$ cat src/hw/rtl/pgrr_pkg.sv
// ----------------------------------------------------------------------------
// Scheduler core package
// Field widths, request and status codes, and the result item type shared by
// the scheduler core, its checker and the testbench.
// ----------------------------------------------------------------------------
`default_nettype none

package pgrr_pkg;

  // Field widths of the input and result items.
  localparam int REQ_W  = 2;
  localparam int GID_W  = 4;
  localparam int TASK_W = 22;
  localparam int ST_W   = 2;

  // Request codes.
  localparam logic [REQ_W-1:0] REQ_CREATE = 2'd0;
  localparam logic [REQ_W-1:0] REQ_DELETE = 2'd1;
  localparam logic [REQ_W-1:0] REQ_SWITCH = 2'd2;

  // Status codes.
  localparam logic [ST_W-1:0] ST_OK       = 2'd0;
  localparam logic [ST_W-1:0] ST_NOTFOUND = 2'd1;
  localparam logic [ST_W-1:0] ST_FULL     = 2'd2;
  localparam logic [ST_W-1:0] ST_EMPTY    = 2'd3;

  // One result item.
  typedef struct packed {
    logic [ST_W-1:0]   status;
    logic              wake_valid;
    logic [TASK_W-1:0] wake_task;
    logic              caller_sleeps;
  } res_t;

endpackage

`default_nettype wire

$ cat src/hw/rtl/per_group_round_robin_scheduler_core.sv
// From accept to out_valid, create passes S_CR_G and, for a nonempty ring, S_CR_L;
// delete passes S_DL_G and the walk in S_DL_W, then S_DL_S when a successor is woken;
// switch alternates S_SW_G and S_SW_T, then S_SW_W when a new task is woken; each ends
// in S_RES. One item is worked on at a time and the next is taken once the result is in
// the output register; the delete walk visits one ring node per cycle and the switch
// search checks the groups in order. After reset every group record is cleared, with in_ready low.
// ----------------------------------------------------------------------------
// Per-group round robin scheduler core
// Keeps one circular task ring per group in shared slot memories, with a free
// slot stack, and serves create, delete and switch requests.
// ----------------------------------------------------------------------------
`default_nettype none

module per_group_round_robin_scheduler_core
  import pgrr_pkg::*;
#(
  parameter int GROUPS = 16,
  parameter int SLOTS  = 64
) (
  input  wire logic              clk,
  input  wire logic              rst_n,
  input  wire logic              in_valid,
  output logic                   in_ready,
  input  wire logic [REQ_W-1:0]  in_req_type,
  input  wire logic [GID_W-1:0]  in_group_id,
  input  wire logic [TASK_W-1:0] in_task_id,
  output logic                   out_valid,
  input  wire logic              out_ready,
  output logic      [ST_W-1:0]   out_status,
  output logic                   out_wake_valid,
  output logic      [TASK_W-1:0] out_wake_task,
  output logic                   out_caller_sleeps
);

  localparam int GW  = (GROUPS > 1) ? $clog2(GROUPS) : 1;
  localparam int SW  = (SLOTS > 1) ? $clog2(SLOTS) : 1;
  localparam int GXW = (GW > GID_W) ? GW : GID_W;

  // One group record: active flag and head, tail and current slot.
  typedef struct packed {
    logic          act;
    logic [SW-1:0] head;
    logic [SW-1:0] tail;
    logic [SW-1:0] cur;
  } grp_t;

  localparam int GRP_W = $bits(grp_t);

  typedef enum logic [3:0] {
    S_CLEAR,
    S_IDLE,
    S_CR_G,
    S_CR_L,
    S_DL_G,
    S_DL_W,
    S_DL_S,
    S_SW_G,
    S_SW_T,
    S_SW_W,
    S_RES
  } state_t;

  state_t            state_r, state_nxt;
  logic [GW-1:0]     clr_r, clr_nxt;
  logic [GW-1:0]     scan_r, scan_nxt;
  logic [GW-1:0]     gid_r, gid_nxt;
  logic [TASK_W-1:0] task_r, task_nxt;
  grp_t              grp_r, grp_nxt;
  logic [SW-1:0]     node_r, node_nxt;
  logic [SW-1:0]     prev_r, prev_nxt;
  logic [SW:0]       free_cnt_r, free_cnt_nxt;
  logic [SW:0]       fresh_r, fresh_nxt;
  res_t              res_r, res_nxt;
  logic              out_valid_r, out_valid_nxt;
  res_t              out_res_r, out_res_nxt;

  // Memory ports.
  logic              grp_we;
  logic [GW-1:0]     grp_waddr, grp_raddr;
  grp_t              grp_wdata, grp_rdata;
  logic [GRP_W-1:0]  grp_rbits;
  logic              task_we;
  logic [SW-1:0]     task_waddr, task_raddr;
  logic [TASK_W-1:0] task_wdata, task_rdata;
  logic              next_we;
  logic [SW-1:0]     next_waddr, next_raddr, next_wdata, next_rdata;
  logic              free_we;
  logic [SW-1:0]     free_waddr, free_raddr, free_wdata, free_rdata;

  logic [GXW-1:0]    gid_ext;
  logic [GW-1:0]     gidx;
  logic              gid_bad;
  logic              last_grp;
  logic              have_free;
  logic              have_fresh;
  logic [SW-1:0]     alloc_idx;

  assign gid_ext    = GXW'(in_group_id);
  assign gidx       = gid_ext[GW-1:0];
  assign gid_bad    = 32'(in_group_id) >= 32'(GROUPS);
  assign last_grp   = scan_r == GW'(GROUPS - 1);
  assign have_free  = free_cnt_r != '0;
  assign have_fresh = fresh_r != (SW + 1)'(SLOTS);
  assign alloc_idx  = have_free ? free_rdata : fresh_r[SW-1:0];
  assign grp_rdata  = grp_t'(grp_rbits);

  // Group records: {active, head, tail, current}.
  pgrr_ram #(.WIDTH(GRP_W), .DEPTH(GROUPS)) u_grp_ram (
    .clk   (clk),
    .we    (grp_we),
    .waddr (grp_waddr),
    .wdata (grp_wdata),
    .raddr (grp_raddr),
    .rdata (grp_rbits)
  );

  // Task id held in each slot.
  pgrr_ram #(.WIDTH(TASK_W), .DEPTH(SLOTS)) u_task_ram (
    .clk   (clk),
    .we    (task_we),
    .waddr (task_waddr),
    .wdata (task_wdata),
    .raddr (task_raddr),
    .rdata (task_rdata)
  );

  // Ring successor of each slot.
  pgrr_ram #(.WIDTH(SW), .DEPTH(SLOTS)) u_next_ram (
    .clk   (clk),
    .we    (next_we),
    .waddr (next_waddr),
    .wdata (next_wdata),
    .raddr (next_raddr),
    .rdata (next_rdata)
  );

  // Stack of released slots; fresh_r is the next slot never handed out yet.
  pgrr_ram #(.WIDTH(SW), .DEPTH(SLOTS)) u_free_ram (
    .clk   (clk),
    .we    (free_we),
    .waddr (free_waddr),
    .wdata (free_wdata),
    .raddr (free_raddr),
    .rdata (free_rdata)
  );

  assign in_ready = state_r == S_IDLE;

  // Request sequencer.
  always_comb begin
    state_nxt    = state_r;
    clr_nxt      = clr_r;
    scan_nxt     = scan_r;
    gid_nxt      = gid_r;
    task_nxt     = task_r;
    grp_nxt      = grp_r;
    node_nxt     = node_r;
    prev_nxt     = prev_r;
    free_cnt_nxt = free_cnt_r;
    fresh_nxt    = fresh_r;
    res_nxt      = res_r;
    out_res_nxt  = out_res_r;
    out_valid_nxt = out_valid_r && !out_ready;

    grp_we     = 1'b0;
    grp_waddr  = gid_r;
    grp_wdata  = grp_r;
    grp_raddr  = gid_r;
    task_we    = 1'b0;
    task_waddr = node_r;
    task_wdata = task_r;
    task_raddr = node_r;
    next_we    = 1'b0;
    next_waddr = node_r;
    next_wdata = prev_r;
    next_raddr = node_r;
    free_we    = 1'b0;
    free_waddr = free_cnt_r[SW-1:0];
    free_wdata = node_r;
    free_raddr = free_cnt_r[SW-1:0] - 1'b1;

    case (state_r)
      // Mark every group inactive after reset.
      S_CLEAR: begin
        grp_we    = 1'b1;
        grp_waddr = clr_r;
        grp_wdata = '0;
        if (clr_r == GW'(GROUPS - 1)) begin
          state_nxt = S_IDLE;
        end else begin
          clr_nxt = clr_r + 1'b1;
        end
      end

      // Take an item and start its first memory reads.
      S_IDLE: begin
        if (in_valid) begin
          task_nxt = in_task_id;
          gid_nxt  = gidx;
          res_nxt  = '0;
          grp_raddr = gidx;
          case (in_req_type)
            REQ_CREATE: begin
              if (gid_bad) begin
                res_nxt.status = ST_NOTFOUND;
                state_nxt = S_RES;
              end else begin
                state_nxt = S_CR_G;
              end
            end
            REQ_DELETE: begin
              if (gid_bad) begin
                res_nxt.status = ST_NOTFOUND;
                state_nxt = S_RES;
              end else begin
                state_nxt = S_DL_G;
              end
            end
            REQ_SWITCH: begin
              scan_nxt  = '0;
              grp_raddr = '0;
              state_nxt = S_SW_G;
            end
            default: begin
              res_nxt.status = ST_NOTFOUND;
              state_nxt = S_RES;
            end
          endcase
        end
      end

      // Create: allocate a slot and link it into the ring.
      S_CR_G: begin
        if (!have_free && !have_fresh) begin
          res_nxt.status = ST_FULL;
          state_nxt = S_RES;
        end else begin
          if (have_free) begin
            free_cnt_nxt = free_cnt_r - 1'b1;
          end else begin
            fresh_nxt = fresh_r + 1'b1;
          end
          task_we    = 1'b1;
          task_waddr = alloc_idx;
          next_we    = 1'b1;
          next_waddr = alloc_idx;
          grp_we     = 1'b1;
          if (!grp_rdata.act) begin
            grp_wdata  = '{act: 1'b1, head: alloc_idx, tail: alloc_idx, cur: alloc_idx};
            next_wdata = alloc_idx;
            res_nxt.status = ST_OK;
            state_nxt = S_RES;
          end else begin
            grp_wdata      = grp_rdata;
            grp_wdata.tail = alloc_idx;
            next_wdata     = grp_rdata.head;
            node_nxt       = alloc_idx;
            prev_nxt       = grp_rdata.tail;
            state_nxt      = S_CR_L;
          end
        end
      end

      // Create: point the old tail at the new slot.
      S_CR_L: begin
        next_we    = 1'b1;
        next_waddr = prev_r;
        next_wdata = node_r;
        res_nxt.status        = ST_OK;
        res_nxt.caller_sleeps = 1'b1;
        state_nxt = S_RES;
      end

      // Delete: check the group and start the walk at the head.
      S_DL_G: begin
        if (!grp_rdata.act) begin
          res_nxt.status = ST_EMPTY;
          state_nxt = S_RES;
        end else begin
          grp_nxt    = grp_rdata;
          prev_nxt   = grp_rdata.tail;
          node_nxt   = grp_rdata.head;
          task_raddr = grp_rdata.head;
          next_raddr = grp_rdata.head;
          state_nxt  = S_DL_W;
        end
      end

      // Delete: one ring node per cycle until a match or the tail.
      S_DL_W: begin
        if (task_rdata == task_r) begin
          free_we      = 1'b1;
          free_cnt_nxt = free_cnt_r + 1'b1;
          grp_we       = 1'b1;
          if (next_rdata == node_r) begin
            grp_wdata.act  = 1'b0;
            res_nxt.status = ST_OK;
            state_nxt = S_RES;
          end else begin
            next_we    = 1'b1;
            next_waddr = prev_r;
            next_wdata = next_rdata;
            if (node_r == grp_r.head) begin
              grp_wdata.head = next_rdata;
            end
            if (node_r == grp_r.tail) begin
              grp_wdata.tail = prev_r;
            end
            grp_wdata.cur = next_rdata;
            task_raddr = next_rdata;
            state_nxt  = S_DL_S;
          end
        end else if (node_r == grp_r.tail) begin
          res_nxt.status = ST_NOTFOUND;
          state_nxt = S_RES;
        end else begin
          prev_nxt   = node_r;
          node_nxt   = next_rdata;
          task_raddr = next_rdata;
          next_raddr = next_rdata;
        end
      end

      // Delete: wake the successor.
      S_DL_S: begin
        res_nxt.status     = ST_OK;
        res_nxt.wake_valid = 1'b1;
        res_nxt.wake_task  = task_rdata;
        state_nxt = S_RES;
      end

      // Switch: look at one group record.
      S_SW_G: begin
        grp_nxt = grp_rdata;
        if (grp_rdata.act) begin
          task_raddr = grp_rdata.cur;
          next_raddr = grp_rdata.cur;
          state_nxt  = S_SW_T;
        end else if (last_grp) begin
          res_nxt.status = ST_NOTFOUND;
          state_nxt = S_RES;
        end else begin
          scan_nxt  = scan_r + 1'b1;
          grp_raddr = scan_r + 1'b1;
        end
      end

      // Switch: compare the current task of an active group.
      S_SW_T: begin
        if (task_rdata == task_r) begin
          if (next_rdata == grp_r.cur) begin
            res_nxt.status = ST_OK;
            state_nxt = S_RES;
          end else begin
            grp_we        = 1'b1;
            grp_waddr     = scan_r;
            grp_wdata.cur = next_rdata;
            task_raddr    = next_rdata;
            state_nxt     = S_SW_W;
          end
        end else if (last_grp) begin
          res_nxt.status = ST_NOTFOUND;
          state_nxt = S_RES;
        end else begin
          scan_nxt  = scan_r + 1'b1;
          grp_raddr = scan_r + 1'b1;
          state_nxt = S_SW_G;
        end
      end

      // Switch: wake the new current task, the caller sleeps.
      S_SW_W: begin
        res_nxt.status        = ST_OK;
        res_nxt.wake_valid    = 1'b1;
        res_nxt.wake_task     = task_rdata;
        res_nxt.caller_sleeps = 1'b1;
        state_nxt = S_RES;
      end

      // Move the result item into the output register once it is free.
      S_RES: begin
        if (!out_valid_r || out_ready) begin
          out_res_nxt   = res_r;
          out_valid_nxt = 1'b1;
          state_nxt     = S_IDLE;
        end
      end

      default: begin
        state_nxt = S_IDLE;
      end
    endcase
  end

  // State, counters and registered outputs.
  always_ff @(posedge clk) begin
    if (!rst_n) begin
      state_r     <= S_CLEAR;
      clr_r       <= '0;
      free_cnt_r  <= '0;
      fresh_r     <= '0;
      out_valid_r <= 1'b0;
    end else begin
      state_r     <= state_nxt;
      clr_r       <= clr_nxt;
      free_cnt_r  <= free_cnt_nxt;
      fresh_r     <= fresh_nxt;
      out_valid_r <= out_valid_nxt;
    end
    scan_r    <= scan_nxt;
    gid_r     <= gid_nxt;
    task_r    <= task_nxt;
    grp_r     <= grp_nxt;
    node_r    <= node_nxt;
    prev_r    <= prev_nxt;
    res_r     <= res_nxt;
    out_res_r <= out_res_nxt;
  end

  assign out_valid         = out_valid_r;
  assign out_status        = out_res_r.status;
  assign out_wake_valid    = out_res_r.wake_valid;
  assign out_wake_task     = out_res_r.wake_task;
  assign out_caller_sleeps = out_res_r.caller_sleeps;

endmodule

`default_nettype wire

$ cat src/hw/rtl/pgrr_ram.sv
// ----------------------------------------------------------------------------
// Scheduler generic RAM
// Single write port, single read port memory with a registered read.
// ----------------------------------------------------------------------------
`default_nettype none

module pgrr_ram #(
  parameter int WIDTH = 8,
  parameter int DEPTH = 16,
  localparam int AW = (DEPTH > 1) ? $clog2(DEPTH) : 1
) (
  input  wire logic             clk,
  input  wire logic             we,
  input  wire logic [AW-1:0]    waddr,
  input  wire logic [WIDTH-1:0] wdata,
  input  wire logic [AW-1:0]    raddr,
  output logic      [WIDTH-1:0] rdata
);

  logic [WIDTH-1:0] mem_r [DEPTH];
  logic [WIDTH-1:0] rdata_r;

  // Write port and registered read port.
  always_ff @(posedge clk) begin
    if (we) begin
      mem_r[waddr] <= wdata;
    end
    rdata_r <= mem_r[raddr];
  end

  assign rdata = rdata_r;

endmodule

`default_nettype wire

$ cat config.mk
export PLATFORM = sky130hd
export DESIGN_NAME = per_group_round_robin_scheduler_core
export DESIGN_NICKNAME = d
export VERILOG_FILES = /design/src/hw/rtl/pgrr_pkg.sv /design/src/hw/rtl/per_group_round_robin_scheduler_core.sv /design/src/hw/rtl/pgrr_ram.sv
export SDC_FILE = /design/constraint.sdc
export NUM_CORES = 2
export LEC_CHECK = 0
export BUFFER_PORTS_ARGS = -buffer_cell sky130_fd_sc_hd__buf_4
export CAP_MARGIN = 40
export CORE_UTILIZATION = 63
export CTS_CLUSTER_DIAMETER = 30
export CTS_CLUSTER_SIZE = 20
export DETAILED_ROUTE_END_ITERATION = 10
export PLACE_DENSITY = 0.79
export SKIP_LAST_GASP = 1
export SYNTH_ARGS = -nofsm -noshare
export SYNTH_HDL_FRONTEND = slang
export SYNTH_SLANG_ARGS = --single-unit
$ cat constraint.sdc
create_clock -name clk -period 6.2 [get_ports clk]
set_clock_uncertainty 0.15 [all_clocks]
set_input_delay 1.24 -clock clk [delete_from_list [all_inputs] [get_ports clk]]
set_output_delay 1.24 -clock clk [all_outputs]
set_load 0.05 [all_outputs]
==> metrics.json <==
{
  "syn-cell-area": {"value": 0.109, "unit": "mm2"},
  "via_per_inst": {"value": 7.13},
  "netlist.area_leader.share": {"value": 71.7, "unit": "%"},
  "yosys.cell_count.top_type": {"value": "sky130_fd_sc_hd__edfxtp_1"},
  "result_of_the_run": {"value": "finished, violations left"},
  "route.final.wire_length": {"value": 323000, "unit": "um"},
  "worst_slew_margin_rel": {"value": 25.7, "unit": "%"},
  "clk_root_buffer_cell": {"value": "sky130_fd_sc_hd__clkbuf_16"},
  "max_freq": {"value": 172, "unit": "MHz"},
  "synth_cells": {"value": 6891},
  "post_cts_resized": {"value": 0},
  "num_rows": {"value": 152},
  "die_height": {"value": 417, "unit": "um"},
  "number_of_antenna_violations_at_the_first_check_in_global_routing": {"value": 31},
  "synthFlopType": {"value": "sky130_fd_sc_hd__edfxtp_1"},
  "multi_input_area": {"value": 0.0274, "unit": "mm2"},
  "leakage": {"value": 44.0, "unit": "nW"},
  "design.core.area": {"value": 0.171, "unit": "mm2"},
  "cts_tree": {"value": "built"},
  "slew_violations": {"value": 0},
  "route.detailed.drc": {"value": 1},
  "top_level_ports": {"value": 60},
  "critPathMostFrequentCell": {"value": "sky130_fd_sc_hd__buf_4"},
  "largest_net_degree_at_the_start_of_global_routing": {"value": 151},
  "grt_pass1_vias": {"value": 69309},
  "cts_buffer_depth": {"value": 4},
  "fp.dieW": {"value": 417, "unit": "um"},
  "grt_overflow": {"value": 0},
  "timing_hold_violations_final": {"value": 0},
  "post_route_cells_drive_above_1_share": {"value": 20.2, "unit": "%"},
  "post_route_clock_period_utilization": {"value": 93.5, "unit": "%"},
  "cp.buffers_inverters": {"value": 4},
  "numCtsBuffers": {"value": 466},
  "timing.critical_path.required": {"value": 6.97, "unit": "ns"},
  "crit_path_max_fanout": {"value": 20},
  "drv.max_cap_violation_count": {"value": 0},
  "syn_nets": {"value": 6940},
  "synth.cells.most_frequent": {"value": "2593 x sky130_fd_sc_hd__edfxtp_1, 499 x sky130_fd_sc_hd__mux2i_1, 421 x sky130_fd_sc_hd__nand2_1"},
  "yosysWarningCount": {"value": 0},
  "worst_ep_arrival_time": {"value": 6.57, "unit": "ns"},
  "ys_ff_latch": {"value": 2669},
  "synth_area_per_cell": {"value": 15.8, "unit": "um2"},
  "post-dp-hpwl": {"value": 176000, "unit": "um"},
  "synth.area.top_cells": {"value": "sky130_fd_sc_hd__edfxtp_1 72%, sky130_fd_sc_hd__mux2i_1 4.6%, sky130_fd_sc_hd__mux4_2 2.6%"},
  "post_synth_num_cell_types": {"value": 98},
  "final_number_of_setup_violating_endpoints": {"value": 0},
  "cp-end-kind": {"value": "flop"},
  "die-area": {"value": 0.174, "unit": "mm2"},
  "worst_pin_slew": {"value": 1.09, "unit": "ns"},
  "route.antenna.remaining_nets": {"value": 0},
  "fin_util": {"value": 75.4, "unit": "%"},
  "setup.worst_path.start_class": {"value": "flop"},
  "path_clk_slew": {"value": 0.05, "unit": "ns"},
  "first_pass_grt_wire_length": {"value": 464000, "unit": "um"},
  "syn2layout_area_growth": {"value": 19.0, "unit": "%"},
  "finalNetCount": {"value": 7305},
  "power.density_cell_area": {"value": 540, "unit": "mW/mm2"},
  "start_util": {"value": 63.4, "unit": "%"},
  "crit_path_top_delay_cell": {"value": "sky130_fd_sc_hd__a2111oi_0"},
  "routed_wire_length_per_instance": {"value": 32.4, "unit": "um"},
  "drt_first_pass_iters": {"value": 11},
  "violations": {"value": "DRC"},
  "worst_path_dominant_cell_family": {"value": "compound AO/OA/AOI/OAI gates"},
  "post_route_worst_hold_slack": {"value": 0.273, "unit": "ns"},
  "asyncSetResetFlopFracSynth": {"value": 0, "unit": "%"},
  "cp_slowest_stage_delay": {"value": 0.92, "unit": "ns"},
  "setup_tns": {"value": 0, "unit": "ns"},
  "drtIter0Drc": {"value": 12265},
  "timing_worst_setup_path_type": {"value": "reg2reg"},
  "holdBufCountCts": {"value": 0},
  "sequential_cell_area": {"value": 0.0794, "unit": "mm2"},
  "vdd_ir_max": {"value": 0.449, "unit": "mV"},
  "post-cts-setup-buffer-count": {"value": 0},
  "synth_top_area_cell": {"value": "sky130_fd_sc_hd__edfxtp_1"},
  "clock_latency": {"value": 1.03, "unit": "ns"},
  "dr_vias": {"value": 71033},
  "cts_num_sinks": {"value": 2669},
  "cts.htree.levels": {"value": 5},
  "crit_path_cell_trace": {"value": "buf_4 -> nor4b_1 -> buf_4 -> a22o_1 -> a22oi_1 -> o41ai_1 -> a21o_2 -> nor2_4 -> buf_4 -> buf_4 -> a2111oi_0 -> a2111oi_0 -> a2111oi_0 -> o32ai_1"},
  "reg2reg_slack": {"value": 0.40, "unit": "ns"},
  "io_buffers": {"value": 59},
  "min-delay-path-class": {"value": "reg2reg"},
  "filler_instances": {"value": 8822},
  "number_of_synthesized_flops_with_an_enable_pin": {"value": 2593},
  "setup_repair_after_global_routing_missed_its_margin": {"value": "no"},
  "part_of_the_yosys_area_used_for_sequential_elements": {"value": 73.1, "unit": "%"},
  "place_congestion": {"value": 0.983},
  "period_needed": {"value": 5.80, "unit": "ns"},
  "globalRouteTotalUtil": {"value": 36.6, "unit": "%"}
}
-- state kept, by name, summed over array words and instances (netlist names), 2 cells and up --
name,count
prev_r,6
scan_r,4
u_grp_ram.rdata,19
gid_r,4
free_wdata,6
u_next_ram.mem_r,384
task_r,22
u_task_ram.mem_r,1408
out_wake_task,22
fresh_r,7
u_free_ram.rdata,6
res_r,26
free_cnt_r,7
u_grp_ram.mem_r,304
state_r,4
u_free_ram.mem_r,384
clr_r,4
out_status,2
grp_r,19
u_task_ram.rdata,22
u_next_ram.rdata,6
-- report_power, final --
part           switching [mW]  total (mW)  internal (mW)  leakage [nW]
Clock                    9.07        25.9           16.8          7.67
Combinational            14.9        21.3           6.38          12.3
Sequential              0.576        22.6           22.0          24.0
-- metal layers --
metal	share of wire, %	routed length, um	track usage (%)	up-vias
met5	0.070	227	0.445	-
met4	7.0	22700	22.6	36
met3	14	44300	10.9	1335
met2	45	146000	54.7	6225
met1	34	110000	47.6	34995
li1	-	-	-	28442
-- final timing paths --
check,endpoint,cells after the start,start
min reg2reg,out_wake_task[14]$_DFFE_PP_,0,res_r[15]$_SDFFCE_PN0P_
max,u_task_ram.rdata[7]$_DFF_P_,14,state_r[1]$_SDFFE_PN0P_
min,out_wake_task[14]$_DFFE_PP_,0,res_r[15]$_SDFFCE_PN0P_
max reg2reg,u_task_ram.rdata[7]$_DFF_P_,14,state_r[1]$_SDFFE_PN0P_
-- final cells by class --
cell class	instances	area share, %
timing repair buffer	396	2.68
antenna	9	0.0174
inverter	25	0.0726
sequential	2669	61.4
clock buffer	514	9.28
multi-input combinational	3698	21.2
clock inverter	343	3.04
tap	2310	2.24
-- cell families after synthesis --
group,after synthesis,share of synthesized area (%)
and+or+nand+nor,1630,7.43
AOI/OAI and AO/OA,1259,8.39
adders and majority gates,17,0.203
DFF,2669,73.1
xor gates and xnor gates,68,0.548
muxes,724,8.24
buffers and inverters,524,2.11
-- through the flow --
stage | cells | instance area (um2) | setup slack [ns] | total power [mW]
6_report | 9964 | 129000 | 0.402 | 69.8
5_1_grt | 9955 | 129000 | 0.352 | 71.1
4_1_cts | 9944 | 129000 | 0.607 | 68.7
3_5_place_dp | 9087 | 113000 | 0.631 | 42.6
3_3_place_gp | 9050 | 113000 | 0.832 | 41.9
2_1_floorplan | 6891 | 109000 | 0.596 | 34.6
-- worst register-to-register path: stages (launching register included) --
cell	delay, ns
sky130_fd_sc_hd__dfxtp_1	0.75
sky130_fd_sc_hd__buf_4	0.30
sky130_fd_sc_hd__nor4b_1	0.12
sky130_fd_sc_hd__buf_4	0.19
sky130_fd_sc_hd__a22o_1	0.22
sky130_fd_sc_hd__a22oi_1	0.62
sky130_fd_sc_hd__o41ai_1	0.31
sky130_fd_sc_hd__a21o_2	0.33
sky130_fd_sc_hd__nor2_4	0.47
sky130_fd_sc_hd__buf_4	0.38
sky130_fd_sc_hd__buf_4	0.32
sky130_fd_sc_hd__a2111oi_0	0.14
sky130_fd_sc_hd__a2111oi_0	0.92
sky130_fd_sc_hd__a2111oi_0	0.31
sky130_fd_sc_hd__o32ai_1	0.19
-- layout by cell type, fill, tap and decap left out, types with 27 or more instances in the layout --
cell type,n
sky130_fd_sc_hd__nor2_2,83
sky130_fd_sc_hd__clkinv_2,85
sky130_fd_sc_hd__inv_6,35
sky130_fd_sc_hd__nor2_1,234
sky130_fd_sc_hd__buf_4,329
sky130_fd_sc_hd__edfxtp_1,2593
sky130_fd_sc_hd__o41ai_1,44
sky130_fd_sc_hd__a2111oi_0,213
sky130_fd_sc_hd__clkinv_4,30
sky130_fd_sc_hd__o21ai_0,261
sky130_fd_sc_hd__dfxtp_1,75
sky130_fd_sc_hd__clkbuf_1,37
sky130_fd_sc_hd__nand2_1,420
sky130_fd_sc_hd__a211oi_1,208
sky130_fd_sc_hd__xor2_1,27
sky130_fd_sc_hd__mux4_2,126
sky130_fd_sc_hd__a31oi_1,68
sky130_fd_sc_hd__a21oi_1,118
sky130_fd_sc_hd__nand3_1,351
sky130_fd_sc_hd__and3_1,297
sky130_fd_sc_hd__clkbuf_16,470
sky130_fd_sc_hd__bufinv_16,69
sky130_fd_sc_hd__mux2i_1,499
sky130_fd_sc_hd__clkinv_1,49
sky130_fd_sc_hd__buf_12,27
sky130_fd_sc_hd__mux2_2,99
sky130_fd_sc_hd__o22ai_1,53
sky130_fd_sc_hd__nor2b_1,75
sky130_fd_sc_hd__clkinvlp_4,60
sky130_fd_sc_hd__xnor2_1,39
Power figures use the tool's default switching activity.
